==> src/design/csv_field_tokenizer_unit_macros.svh <==
// ----------------------------------------------------------------------------
// CSV field tokenizer assertion macros
// Shared property wrappers for the tokenizer RTL; empty under synthesis.
// ----------------------------------------------------------------------------
`ifndef CSV_FIELD_TOKENIZER_UNIT_MACROS_SVH
`define CSV_FIELD_TOKENIZER_UNIT_MACROS_SVH

`ifndef SYNTHESIS

// antecedent implies consequent in the same cycle
`define CSVFT_ASSERT_IMPLY(label, clk, rst_n, ante, cons) \
    label: assert property (@(posedge clk) disable iff (!rst_n) (ante) |-> (cons)) \
        else $error("csvft assertion failed");

// antecedent implies consequent in the next cycle
`define CSVFT_ASSERT_NEXT(label, clk, rst_n, ante, cons) \
    label: assert property (@(posedge clk) disable iff (!rst_n) (ante) |=> (cons)) \
        else $error("csvft assertion failed");

`else

`define CSVFT_ASSERT_IMPLY(label, clk, rst_n, ante, cons)
`define CSVFT_ASSERT_NEXT(label, clk, rst_n, ante, cons)

`endif

`endif

==> src/design/csvft_pkg.sv <==
// ----------------------------------------------------------------------------
// CSV field tokenizer package
// Sizes, character codes, quote modes, controller/datapath structs and the
// per-byte classification function.
// ----------------------------------------------------------------------------
package csvft_pkg;

    localparam int FIELD_DEPTH = 32;
    localparam int ADDR_W      = (FIELD_DEPTH > 1) ? $clog2(FIELD_DEPTH) : 1;
    localparam int CNT_W       = $clog2(FIELD_DEPTH + 1);

    localparam logic [7:0] CH_SPACE = 8'h20;
    localparam logic [7:0] CH_TAB   = 8'h09;
    localparam logic [7:0] CH_LF    = 8'h0A;
    localparam logic [7:0] CH_VT    = 8'h0B;
    localparam logic [7:0] CH_FF    = 8'h0C;
    localparam logic [7:0] CH_CR    = 8'h0D;
    localparam logic [7:0] CH_QUOTE = 8'h22;
    localparam logic [7:0] CH_BSL   = 8'h5C;
    localparam logic [7:0] CH_N     = 8'h6E;
    localparam logic [7:0] CH_T     = 8'h74;
    localparam logic [7:0] DELIM_RESET = 8'h2C;

    localparam logic [1:0] MODE_UNQUOTED = 2'd0;
    localparam logic [1:0] MODE_IN_QUOTE = 2'd1;
    localparam logic [1:0] MODE_QUOTED   = 2'd2;

    typedef struct packed {
        logic       append;
        logic       pb_set;
        logic       pq_set;
        logic       clr;
        logic       emit;
        logic       emit_row;
        logic       emit_q;
        logic [1:0] mode_next;
    } hb_t;

    typedef struct packed {
        logic load;
        logic app0;
        logic app1;
        logic lastapp;
        logic em_setup;
        logic em_second;
        logic rd;
        logic push_byte;
        logic push_marker;
    } cmd_t;

    typedef struct packed {
        logic app1_en;
        logic emit1_en;
        logic last_item;
        logic em_empty;
        logic ptr_final;
        logic out_free;
    } stat_t;

    function automatic logic is_space(input logic [7:0] b);
        return (b == CH_SPACE) || (b == CH_TAB) || (b == CH_LF) ||
               (b == CH_VT) || (b == CH_FF) || (b == CH_CR);
    endfunction

    // Classify one byte against the current quote mode.
    function automatic hb_t handle_byte(input logic [7:0] c, input logic [1:0] mode,
                                        input logic [7:0] delim);
        hb_t h;
        h = '0;
        h.mode_next = mode;
        h.emit_q = (mode == MODE_QUOTED);
        priority if (c == CH_CR)
        begin
            h.append = 1'b0;
        end
        else if (c == CH_QUOTE)
        begin
            if (mode == MODE_IN_QUOTE)
            begin
                h.pq_set = 1'b1;
            end
            else if (mode == MODE_UNQUOTED)
            begin
                h.mode_next = MODE_IN_QUOTE;
                h.clr = 1'b1;
            end
        end
        else if (c == delim && mode != MODE_IN_QUOTE)
        begin
            h.emit = 1'b1;
            h.mode_next = MODE_UNQUOTED;
        end
        else if (c == CH_LF && mode != MODE_IN_QUOTE)
        begin
            h.emit = 1'b1;
            h.emit_row = 1'b1;
            h.mode_next = MODE_UNQUOTED;
        end
        else if (mode != MODE_QUOTED)
        begin
            if (c == CH_BSL)
            begin
                h.pb_set = 1'b1;
            end
            else
            begin
                h.append = 1'b1;
            end
        end
        else
        begin
            // drop text after the closing quote
            h.append = 1'b0;
        end
        return h;
    endfunction

endpackage

==> src/design/csvft_ram.sv <==
// ----------------------------------------------------------------------------
// Generic RAM
// One write port, one read port with registered read data.
// ----------------------------------------------------------------------------
module csvft_ram #(
    parameter int WIDTH = 8,
    parameter int DEPTH = 32
) (
    input  logic                                         clk,
    input  logic                                         we,
    input  logic [((DEPTH > 1) ? $clog2(DEPTH) : 1)-1:0] waddr,
    input  logic [WIDTH-1:0]                             wdata,
    input  logic                                         re,
    input  logic [((DEPTH > 1) ? $clog2(DEPTH) : 1)-1:0] raddr,
    output logic [WIDTH-1:0]                             rdata
);

    logic [WIDTH-1:0] mem [DEPTH];

    always_ff @(posedge clk)
    begin
        if (we)
        begin
            mem[waddr] <= wdata;
        end
        if (re)
        begin
            rdata <= mem[raddr];
        end
    end

endmodule

==> src/design/csvft_ctrl.sv <==
// ----------------------------------------------------------------------------
// CSV field tokenizer controller
// Sequences appends, field drains and the end-of-input flush for each byte.
// ----------------------------------------------------------------------------
module csvft_ctrl
    import csvft_pkg::*;
(
    input  logic  clk,
    input  logic  rst_n,
    input  logic  in_valid,
    output logic  in_ready,
    input  stat_t stat,
    output cmd_t  cmd
);

    localparam logic [2:0] S_IDLE  = 3'd0;
    localparam logic [2:0] S_APP0  = 3'd1;
    localparam logic [2:0] S_APP1  = 3'd2;
    localparam logic [2:0] S_EMSET = 3'd3;
    localparam logic [2:0] S_MARK  = 3'd4;
    localparam logic [2:0] S_RD    = 3'd5;
    localparam logic [2:0] S_WR    = 3'd6;
    localparam logic [2:0] S_LAST  = 3'd7;

    logic [2:0] state_reg;
    logic [2:0] state_next;
    logic       second_reg;
    logic       second_next;
    logic [2:0] after_app;
    logic [2:0] after_emit;

    assign in_ready = (state_reg == S_IDLE);

    always_comb
    begin
        after_app = stat.last_item ? S_LAST : S_IDLE;
        if (stat.emit1_en)
        begin
            after_app = S_EMSET;
        end
        after_emit = (!second_reg && stat.last_item) ? S_LAST : S_IDLE;
    end

    always_comb
    begin
        cmd = '0;
        cmd.em_second = second_reg;
        state_next = state_reg;
        second_next = second_reg;
        unique case (state_reg)
            S_IDLE:
            begin
                second_next = 1'b0;
                if (in_valid)
                begin
                    cmd.load = 1'b1;
                    state_next = S_APP0;
                end
            end
            S_APP0:
            begin
                cmd.app0 = 1'b1;
                state_next = stat.app1_en ? S_APP1 : after_app;
            end
            S_APP1:
            begin
                cmd.app1 = 1'b1;
                state_next = after_app;
            end
            S_EMSET:
            begin
                cmd.em_setup = 1'b1;
                state_next = stat.em_empty ? S_MARK : S_RD;
            end
            S_MARK:
            begin
                if (stat.out_free)
                begin
                    cmd.push_marker = 1'b1;
                    state_next = after_emit;
                end
            end
            S_RD:
            begin
                cmd.rd = 1'b1;
                state_next = S_WR;
            end
            S_WR:
            begin
                if (stat.out_free)
                begin
                    cmd.push_byte = 1'b1;
                    state_next = stat.ptr_final ? after_emit : S_RD;
                end
            end
            S_LAST:
            begin
                cmd.lastapp = 1'b1;
                second_next = 1'b1;
                state_next = S_EMSET;
            end
            default:
            begin
                state_next = S_IDLE;
            end
        endcase
    end

    always_ff @(posedge clk or negedge rst_n)
    begin
        if (!rst_n)
        begin
            state_reg  <= S_IDLE;
            second_reg <= 1'b0;
        end
        else
        begin
            state_reg  <= state_next;
            second_reg <= second_next;
        end
    end

endmodule

==> src/design/csvft_dp.sv <==
// ----------------------------------------------------------------------------
// CSV field tokenizer datapath
// Byte decode, quote and escape state, field buffer with trim tracking,
// drain pointer and output register.
// ----------------------------------------------------------------------------
`include "csv_field_tokenizer_unit_macros.svh"

module csvft_dp
    import csvft_pkg::*;
(
    input  logic       clk,
    input  logic       rst_n,
    input  cmd_t       cmd,
    output stat_t      stat,
    input  logic [7:0] in_byte,
    input  logic       in_last,
    input  logic       cfg_wr_en,
    input  logic [7:0] cfg_wr_data,
    output logic       out_valid,
    input  logic       out_ready,
    output logic [7:0] out_byte,
    output logic       byte_valid,
    output logic       field_end,
    output logic       row_end,
    output logic       field_overflow,
    output logic       stream_end
);

    // parser and field state
    logic [7:0]       delimiter_reg;
    logic [1:0]       quote_mode_reg;
    logic             pb_reg;
    logic             pq_reg;
    logic [CNT_W-1:0] fill_reg;
    logic [CNT_W-1:0] first_reg;
    logic [CNT_W-1:0] lastend_reg;
    logic             ovf_reg;

    // latched plan for the accepted byte
    logic       a0_en_reg;
    logic [7:0] a0_val_reg;
    logic       a1_en_reg;
    logic [7:0] a1_val_reg;
    logic       clr_reg;
    logic       e1_en_reg;
    logic       e1_row_reg;
    logic       e1_q_reg;
    logic       la_en_reg;
    logic       e2_q_reg;
    logic       last_reg;

    // drain
    logic [CNT_W-1:0] ptr_reg;
    logic [CNT_W-1:0] hi_reg;

    // output register
    logic       out_valid_reg;
    logic [7:0] out_byte_reg;
    logic       byte_valid_reg;
    logic       field_end_reg;
    logic       row_end_reg;
    logic       overflow_reg;
    logic       stream_end_reg;

    // decode
    hb_t        h;
    logic [1:0] hb_mode;
    logic       dec_hit;
    logic [7:0] dec_val;
    logic       use_h;
    logic       a0_en;
    logic [7:0] a0_val;
    logic       a1_en;
    logic       clr;
    logic       e1_en;
    logic       e1_row;
    logic       e1_q;
    logic [1:0] mid_mode;
    logic       mid_pb;
    logic       mid_pq;

    // append / drain helpers
    logic             app_en;
    logic [7:0]       app_val;
    logic             app_fits;
    logic             em_q;
    logic             em_row;
    logic [CNT_W-1:0] lo;
    logic [CNT_W-1:0] hi;
    logic             ptr_final;
    logic             push;
    logic             final_push;
    logic [7:0]       ram_rdata;

    always_comb
    begin
        dec_hit = 1'b1;
        unique case (in_byte)
            CH_N:     dec_val = CH_LF;
            CH_BSL:   dec_val = CH_BSL;
            CH_T:     dec_val = CH_TAB;
            CH_QUOTE: dec_val = CH_QUOTE;
            default:
            begin
                dec_val = in_byte;
                dec_hit = 1'b0;
            end
        endcase
    end

    always_comb
    begin
        hb_mode = pq_reg ? MODE_QUOTED : quote_mode_reg;
        h = handle_byte(in_byte, hb_mode, delimiter_reg);
        use_h = !(pb_reg && dec_hit) && !(pq_reg && in_byte == CH_QUOTE);
        a0_en = 1'b0;
        a0_val = in_byte;
        a1_en = 1'b0;
        clr = 1'b0;
        e1_en = 1'b0;
        e1_row = 1'b0;
        e1_q = 1'b0;
        mid_mode = quote_mode_reg;
        mid_pb = 1'b0;
        mid_pq = 1'b0;
        if (use_h)
        begin
            clr = h.clr;
            e1_en = h.emit;
            e1_row = h.emit_row;
            e1_q = h.emit_q;
            mid_mode = h.mode_next;
            mid_pb = h.pb_set;
            mid_pq = h.pq_set;
        end
        priority if (pb_reg)
        begin
            // pending backslash: decoded escape, or a literal backslash then the byte
            a0_en = 1'b1;
            a0_val = dec_hit ? dec_val : CH_BSL;
            a1_en = use_h && h.append;
        end
        else if (pq_reg && !use_h)
        begin
            a0_en = 1'b1;
            a0_val = CH_QUOTE;
        end
        else
        begin
            a0_en = use_h && h.append;
        end
    end

    // append unit
    always_comb
    begin
        app_en = (cmd.app0 && a0_en_reg && !clr_reg) || (cmd.app1 && a1_en_reg) ||
                 (cmd.lastapp && la_en_reg);
        priority if (cmd.app0)
        begin
            app_val = a0_val_reg;
        end
        else if (cmd.app1)
        begin
            app_val = a1_val_reg;
        end
        else
        begin
            app_val = CH_BSL;
        end
        app_fits = (fill_reg < CNT_W'(FIELD_DEPTH));
    end

    // drain window
    always_comb
    begin
        em_q = cmd.em_second ? e2_q_reg : e1_q_reg;
        em_row = cmd.em_second | e1_row_reg;
        lo = '0;
        hi = '0;
        if (em_q)
        begin
            hi = fill_reg;
        end
        else if (lastend_reg != '0)
        begin
            lo = first_reg;
            hi = lastend_reg;
        end
        ptr_final = ((ptr_reg + CNT_W'(1)) == hi_reg);
        push = cmd.push_byte | cmd.push_marker;
        final_push = cmd.push_marker | (cmd.push_byte & ptr_final);
    end

    assign stat.app1_en   = a1_en_reg;
    assign stat.emit1_en  = e1_en_reg;
    assign stat.last_item = last_reg;
    assign stat.em_empty  = (lo >= hi);
    assign stat.ptr_final = ptr_final;
    assign stat.out_free  = !out_valid_reg || out_ready;

    csvft_ram #(
        .WIDTH (8),
        .DEPTH (FIELD_DEPTH)
    ) u_field_ram (
        .clk   (clk),
        .we    (app_en && app_fits),
        .waddr (fill_reg[ADDR_W-1:0]),
        .wdata (app_val),
        .re    (cmd.rd),
        .raddr (ptr_reg[ADDR_W-1:0]),
        .rdata (ram_rdata)
    );

    always_ff @(posedge clk or negedge rst_n)
    begin
        if (!rst_n)
        begin
            delimiter_reg  <= DELIM_RESET;
            quote_mode_reg <= MODE_UNQUOTED;
            pb_reg         <= 1'b0;
            pq_reg         <= 1'b0;
            fill_reg       <= '0;
            first_reg      <= '0;
            lastend_reg    <= '0;
            ovf_reg        <= 1'b0;
            a0_en_reg      <= 1'b0;
            a1_en_reg      <= 1'b0;
            clr_reg        <= 1'b0;
            e1_en_reg      <= 1'b0;
            e1_row_reg     <= 1'b0;
            e1_q_reg       <= 1'b0;
            la_en_reg      <= 1'b0;
            e2_q_reg       <= 1'b0;
            last_reg       <= 1'b0;
            ptr_reg        <= '0;
            hi_reg         <= '0;
            out_valid_reg  <= 1'b0;
        end
        else
        begin
            if (cfg_wr_en)
            begin
                delimiter_reg <= cfg_wr_data;
            end

            if (cmd.load)
            begin
                a0_en_reg      <= a0_en;
                a1_en_reg      <= a1_en;
                clr_reg        <= clr;
                e1_en_reg      <= e1_en;
                e1_row_reg     <= e1_row;
                e1_q_reg       <= e1_q;
                la_en_reg      <= in_last && mid_pb;
                e2_q_reg       <= mid_pq || (mid_mode == MODE_QUOTED);
                last_reg       <= in_last;
                quote_mode_reg <= in_last ? MODE_UNQUOTED : mid_mode;
                pb_reg         <= !in_last && mid_pb;
                pq_reg         <= !in_last && mid_pq;
            end

            priority if (final_push || (cmd.app0 && clr_reg))
            begin
                fill_reg    <= '0;
                first_reg   <= '0;
                lastend_reg <= '0;
                ovf_reg     <= 1'b0;
            end
            else if (app_en)
            begin
                if (app_fits)
                begin
                    if (!is_space(app_val))
                    begin
                        if (lastend_reg == '0)
                        begin
                            first_reg <= fill_reg;
                        end
                        lastend_reg <= fill_reg + CNT_W'(1);
                    end
                    fill_reg <= fill_reg + CNT_W'(1);
                end
                else
                begin
                    ovf_reg <= 1'b1;
                end
            end
            else
            begin
                // hold the field state
            end

            if (cmd.em_setup)
            begin
                ptr_reg <= lo;
                hi_reg  <= hi;
            end
            else if (cmd.push_byte)
            begin
                ptr_reg <= ptr_reg + CNT_W'(1);
            end

            if (push)
            begin
                out_valid_reg <= 1'b1;
            end
            else if (out_ready)
            begin
                out_valid_reg <= 1'b0;
            end
        end
    end

    always_ff @(posedge clk)
    begin
        if (cmd.load)
        begin
            a0_val_reg <= a0_val;
            a1_val_reg <= in_byte;
        end
        if (push)
        begin
            out_byte_reg   <= cmd.push_byte ? ram_rdata : 8'd0;
            byte_valid_reg <= cmd.push_byte;
            field_end_reg  <= cmd.push_byte ? ptr_final : !em_row;
            row_end_reg    <= cmd.push_byte ? (ptr_final & em_row) : em_row;
            overflow_reg   <= ovf_reg;
            stream_end_reg <= final_push & cmd.em_second;
        end
    end

    assign out_valid      = out_valid_reg;
    assign out_byte       = out_byte_reg;
    assign byte_valid     = byte_valid_reg;
    assign field_end      = field_end_reg;
    assign row_end        = row_end_reg;
    assign field_overflow = overflow_reg;
    assign stream_end     = stream_end_reg;

    `CSVFT_ASSERT_IMPLY(a_fill_bound, clk, rst_n, 1'b1, fill_reg <= CNT_W'(FIELD_DEPTH))
    `CSVFT_ASSERT_IMPLY(a_trim_order, clk, rst_n, lastend_reg != '0,
                        (first_reg < lastend_reg) && (lastend_reg <= fill_reg))
    `CSVFT_ASSERT_IMPLY(a_one_pending, clk, rst_n, 1'b1, !(pb_reg && pq_reg))
    `CSVFT_ASSERT_IMPLY(a_ptr_range, clk, rst_n, cmd.push_byte, ptr_reg < hi_reg)
    `CSVFT_ASSERT_NEXT(a_clear_after_field, clk, rst_n, final_push,
                       (fill_reg == '0) && !ovf_reg)

endmodule

==> src/design/csv_field_tokenizer_unit.sv <==
// ----------------------------------------------------------------------------
// CSV field tokenizer
// Streaming field and row splitter with quoting, escapes and trimming.
// ----------------------------------------------------------------------------
// One byte is accepted at a time. A plain byte is accepted, then written to
// the buffer; a backslash that turns out literal adds a second buffer write.
// A byte that closes a field also drains the 32-entry field buffer: a setup
// step, then a RAM read and an output register load per emitted byte, or a
// single push for a bare marker; end of input adds a step that appends a
// waiting backslash, then a flush of the same shape. A stalled output holds
// the drain, and the next byte is taken once the drain is done while its
// last result may still wait in the output register.
module csv_field_tokenizer_unit
    import csvft_pkg::*;
(
    input  logic       clk,
    input  logic       rst_n,
    input  logic       cfg_wr_en,
    input  logic [7:0] cfg_wr_data,
    input  logic       in_valid,
    output logic       in_ready,
    input  logic [7:0] in_byte,
    input  logic       in_last,
    output logic       out_valid,
    input  logic       out_ready,
    output logic [7:0] out_byte,
    output logic       byte_valid,
    output logic       field_end,
    output logic       row_end,
    output logic       field_overflow,
    output logic       stream_end
);

    cmd_t  cmd;
    stat_t stat;

    csvft_ctrl u_ctrl (
        .clk      (clk),
        .rst_n    (rst_n),
        .in_valid (in_valid),
        .in_ready (in_ready),
        .stat     (stat),
        .cmd      (cmd)
    );

    csvft_dp u_dp (
        .clk            (clk),
        .rst_n          (rst_n),
        .cmd            (cmd),
        .stat           (stat),
        .in_byte        (in_byte),
        .in_last        (in_last),
        .cfg_wr_en      (cfg_wr_en),
        .cfg_wr_data    (cfg_wr_data),
        .out_valid      (out_valid),
        .out_ready      (out_ready),
        .out_byte       (out_byte),
        .byte_valid     (byte_valid),
        .field_end      (field_end),
        .row_end        (row_end),
        .field_overflow (field_overflow),
        .stream_end     (stream_end)
    );

endmodule

==> config.mk <==
export PLATFORM = sky130hd
export DESIGN_NAME = csv_field_tokenizer_unit
export DESIGN_NICKNAME = d
export VERILOG_FILES = /design/src/design/csvft_pkg.sv /design/src/design/csvft_ram.sv /design/src/design/csvft_ctrl.sv /design/src/design/csvft_dp.sv /design/src/design/csv_field_tokenizer_unit.sv
export VERILOG_INCLUDE_DIRS = /design/src /design/src/design
export SDC_FILE = /design/constraint.sdc
export NUM_CORES = 1
export LEC_CHECK = 0
export BUFFER_PORTS_ARGS = -buffer_cell sky130_fd_sc_hd__buf_2
export CAP_MARGIN = 20
export CORE_MARGIN = 5
export CORE_UTILIZATION = 50
export DETAILED_ROUTE_END_ITERATION = 8
export GPL_ROUTABILITY_DRIVEN = 0
export PLACE_DENSITY = 0.67
export REMOVE_ABC_BUFFERS = 1
export SLEW_MARGIN = 30
export SYNTH_ARGS = -nofsm -noshare
export SYNTH_HDL_FRONTEND = slang
export SYNTH_HIERARCHICAL = 1
export SYNTH_SLANG_ARGS = --single-unit
==> constraint.sdc <==
create_clock -name clk -period 8.72 [get_ports clk]
set_input_delay 0 -clock clk [delete_from_list [all_inputs] [get_ports clk]]
set_output_delay 0 -clock clk [all_outputs]
set_load 0.005 [all_outputs]
==> flow_metrics.py <==
metrics = {
    "outcome": {
        "outcome": "complete, no violations",
    },
    "finish": {
        "max_flop_register": "u_dp/u_field_ram/mem",
        "final_layout_size_suffix_gt1_share_pct": 23.6,
        "multi_input_area_mm2": 0.00435,
        "area_growth_pct": 13.1,
        "seq_area_mm2": 0.0102,
        "largest_register_ffs": 256,
        "nNetsFinal": 993,
        "n_fill_cell": 2246,
        "n_antenna_cell": 0,
    },
    "sta": {
        "rsz0062_at_grt": "false",
        "finalSetupTns_ns": 0,
        "worstMarginPinSlew_ns": 0.863,
        "fmax_mhz": 257,
        "slew_headroom_pct": 42.5,
        "setup_violations": 0,
        "post-route-period-util_pct": 44.6,
        "final.min_clock_period_ns": 3.89,
        "hold-worst-slack_ns": 0.163,
        "skew_ns": 0.0148,
        "drv_slew": 0,
        "hold_viol": 0,
    },
    "clock_network": {
        "ctsRootBufferMaster": "clkbuf_16",
        "cts_buffer_depth": 3,
        "cts_buffers": 37,
        "h-tree-depth": 2,
        "cts_sinks": 350,
        "cts.clk_slew.worst_paths_ns": 0.06,
        "clkLatencyLatePin_ns": 0.53,
        "cts_tree": "yes",
    },
    "drt": {
        "vias": 8095,
        "ant_nets": 0,
        "dr.pass1.iters": 5,
        "drt_iter0_markers": 803,
        "wl_um": 31600,
        "route.detailed.drc": 0,
        "wl_per_cell_um": 22.9,
        "vias_per_cell": 5.86,
    },
    "pwr": {
        "max-vdd-ir-drop_mv": 0.156,
        "power_density_mw_per_mm2": 307,
        "p_leak_nw": 5.70,
    },
    "yosys": {
        "yosysTopAreaCellShare_pct": 58.8,
        "yosysMostFrequentCell": "edfxtp_1",
        "yosysSeqAreaShare_pct": 68.4,
        "synth_seq_cells": 350,
        "avgSynthCellArea_um2": 16.7,
        "yosysWarnings": 6,
        "syn_area_mm2": 0.0150,
        "ys_async_sr_fraction_pct": 16.3,
        "syn_inst": 896,
        "synth_ff_type": "edfxtp_1",
        "synth_edf_count": 293,
        "yosys-top-cells-count": "293 x edfxtp_1, 80 x mux4_2, 73 x nor2_1, 54 x dfrtp_1, 35 x a21oi_1",
        "synth_area_leaders": "edfxtp_1 59%, mux4_2 12%, dfrtp_1 9.0%",
        "synth.distinct_cells": 72,
        "yosys.area.top_type": "edfxtp_1",
    },
    "critical_path": {
        "cp_common_cell": "nor2_1",
        "r2r-start": "u_ctrl/state_reg[0]",
        "cp_data_arrival_time_ns": 4.04,
        "crit_type": "register to register",
        "path_depth": 8,
        "crit_chain": "nand2b_1 > nor2_1 > a22o_1 > a31oi_1 > or2_1 > inv_2 > nand3b_1 > nor2_1",
        "start_kind": "register",
        "r2r_end": "u_dp/u_field_ram/mem[26][7]",
        "required_ns": 8.87,
        "crit_family": "simple AND/OR/NAND/NOR gates",
        "crit_path_top_delay_cell": "nor2_1",
        "critPathBufInv": 1,
        "crit_fanout": 20,
        "slowest_delay_ns": 0.78,
        "ff2ff_setup_slack_ns": 4.83,
        "end_kind": "register",
        "ff2ff_path_depth": 8,
    },
    "floorplan": {
        "die_area_mm2": 0.0335,
        "initial_core_util_pct": 50.6,
        "dieHeight_um": 183,
        "die_x_um": 183,
        "pin_count": 37,
        "core_mm2": 0.0296,
        "num_rows": 63,
    },
    "global_routing": {
        "use_met3_pct": 3.17,
        "gr-usage-met1_pct": 27.3,
        "grt_max_degree": 74,
        "grt_usage_pct": 19.1,
        "grtUsageMet2_pct": 31.2,
        "gr-total-overflow": 0,
        "grt_first_pass_wirelength_um": 49000,
        "grt_pass1_vias": 8155,
        "grt_most_used_layer": "met2",
        "antenna_found_initial": 0,
    },
    "flow_run": {
        "drv_cap": 0,
    },
    "place": {
        "dpl.hpwl_um": 19500,
        "port_buffers": 36,
    },
    "hold_path": {
        "hold_class": "input pin to asynchronous set/reset pin",
    },
}
==> layer usage <==
metal  share of wire [%]  vias up
met3                 6.5       46
li1                    -     3640
met5                   0        -
met2                  49      307
met4                 2.2        0
met1                  43     4102
==> placed cells by master, fill, tap and decap left out, types with 10 or more instances in the layout <==
| cell | instances |
|---|---|
| mux4_2 | 80 |
| xor2_1 | 19 |
| nor2_1 | 73 |
| buf_2 | 36 |
| mux2_2 | 20 |
| dlygate4sd3_1 | 29 |
| and2_1 | 16 |
| nor3_1 | 13 |
| buf_4 | 16 |
| nand4_1 | 10 |
| clkinv_1 | 10 |
| a21oi_1 | 35 |
| nand2_1 | 28 |
| nand3_1 | 12 |
| clkbuf_16 | 38 |
| inv_1 | 17 |
| nand2b_1 | 10 |
| edfxtp_1 | 293 |
| dfrtp_1 | 52 |
| o21ai_0 | 22 |
==> logic make-up (layout without fill, tap and decap cells) <==
group | count (synthesis) | after routing | share of synthesized area (%)
multiplexers | 108 | 108 | 14.1
AND/OR/NAND/NOR | 216 | 216 | 7.72
flip-flops | 350 | 350 | 68.4
AO/OA/AOI/OAI | 114 | 114 | 5.03
XOR/XNOR | 27 | 27 | 1.58
buffers and inverters | 73 | 169 | 2.50
adder cells (fa/ha/maj) | 8 | 8 | 0.669
==> power breakdown <==
part	switching (mW)	internal, mW
sequential	0.182	2.13
combinational	0.769	0.620
clock	0.630	0.865
total	1.58	3.62
==> area by class of cell <==
type / instances / area share (%)
Sequential cell: 350 / 60.5
Multi-Input combinational cell: 473 / 25.7
Clock buffer: 43 / 5.73
Timing Repair Buffer: 82 / 3.56
Tap cell: 390 / 2.88
Clock inverter: 25 / 1.20
Inverter: 19 / 0.422
==> metrics by stage <==
step / total power [mW] / util (%) / area (um2) / worst slack (ns) / cells
4_1_cts: 5.25 / 57.2 / 16900 / 4.81 / 1382
3_5_place_dp: 3.73 / 52.3 / 15500 / 4.81 / 1285
6_report: 5.20 / 57.2 / 16900 / 4.83 / 1382
5_1_grt: 5.46 / 57.2 / 16900 / 4.64 / 1382
3_3_place_gp: 3.72 / 52.3 / 15500 / 5.00 / 1285
2_1_floorplan: 3.26 / - / 14700 / 4.25 / 842
==> tightest hold or removal path, delay by kind of cell <==
kind,cells,cell delay (ns)
buffers and inverters,3,1.19
==> worst max path at each step <==
stage / slack, ns / end / startpoint
2_1_floorplan: 4.25 / u_dp/lastend_reg[0] / u_dp/ptr_reg[0]
3_3_place_gp: 5.00 / u_dp/u_field_ram/mem[2][1] / u_ctrl/state_reg[0]
3_5_place_dp: 4.81 / u_dp/u_field_ram/mem[26][2] / u_ctrl/state_reg[0]
4_1_cts: 4.81 / u_dp/u_field_ram/mem[26][7] / u_ctrl/state_reg[0]
5_1_grt: 4.64 / u_dp/u_field_ram/mem[26][7] / u_ctrl/state_reg[0]
6_report: 4.83 / u_dp/u_field_ram/mem[26][7] / u_ctrl/state_reg[0]
==> timing repair <==
item / CTS / global route
setup buffers: 0 / 0
hold endpoints to repair: 86 / 0
hold buffers: 29 / 0
gates resized for setup: 0 / 0
(Power assumes the default switching activity.)
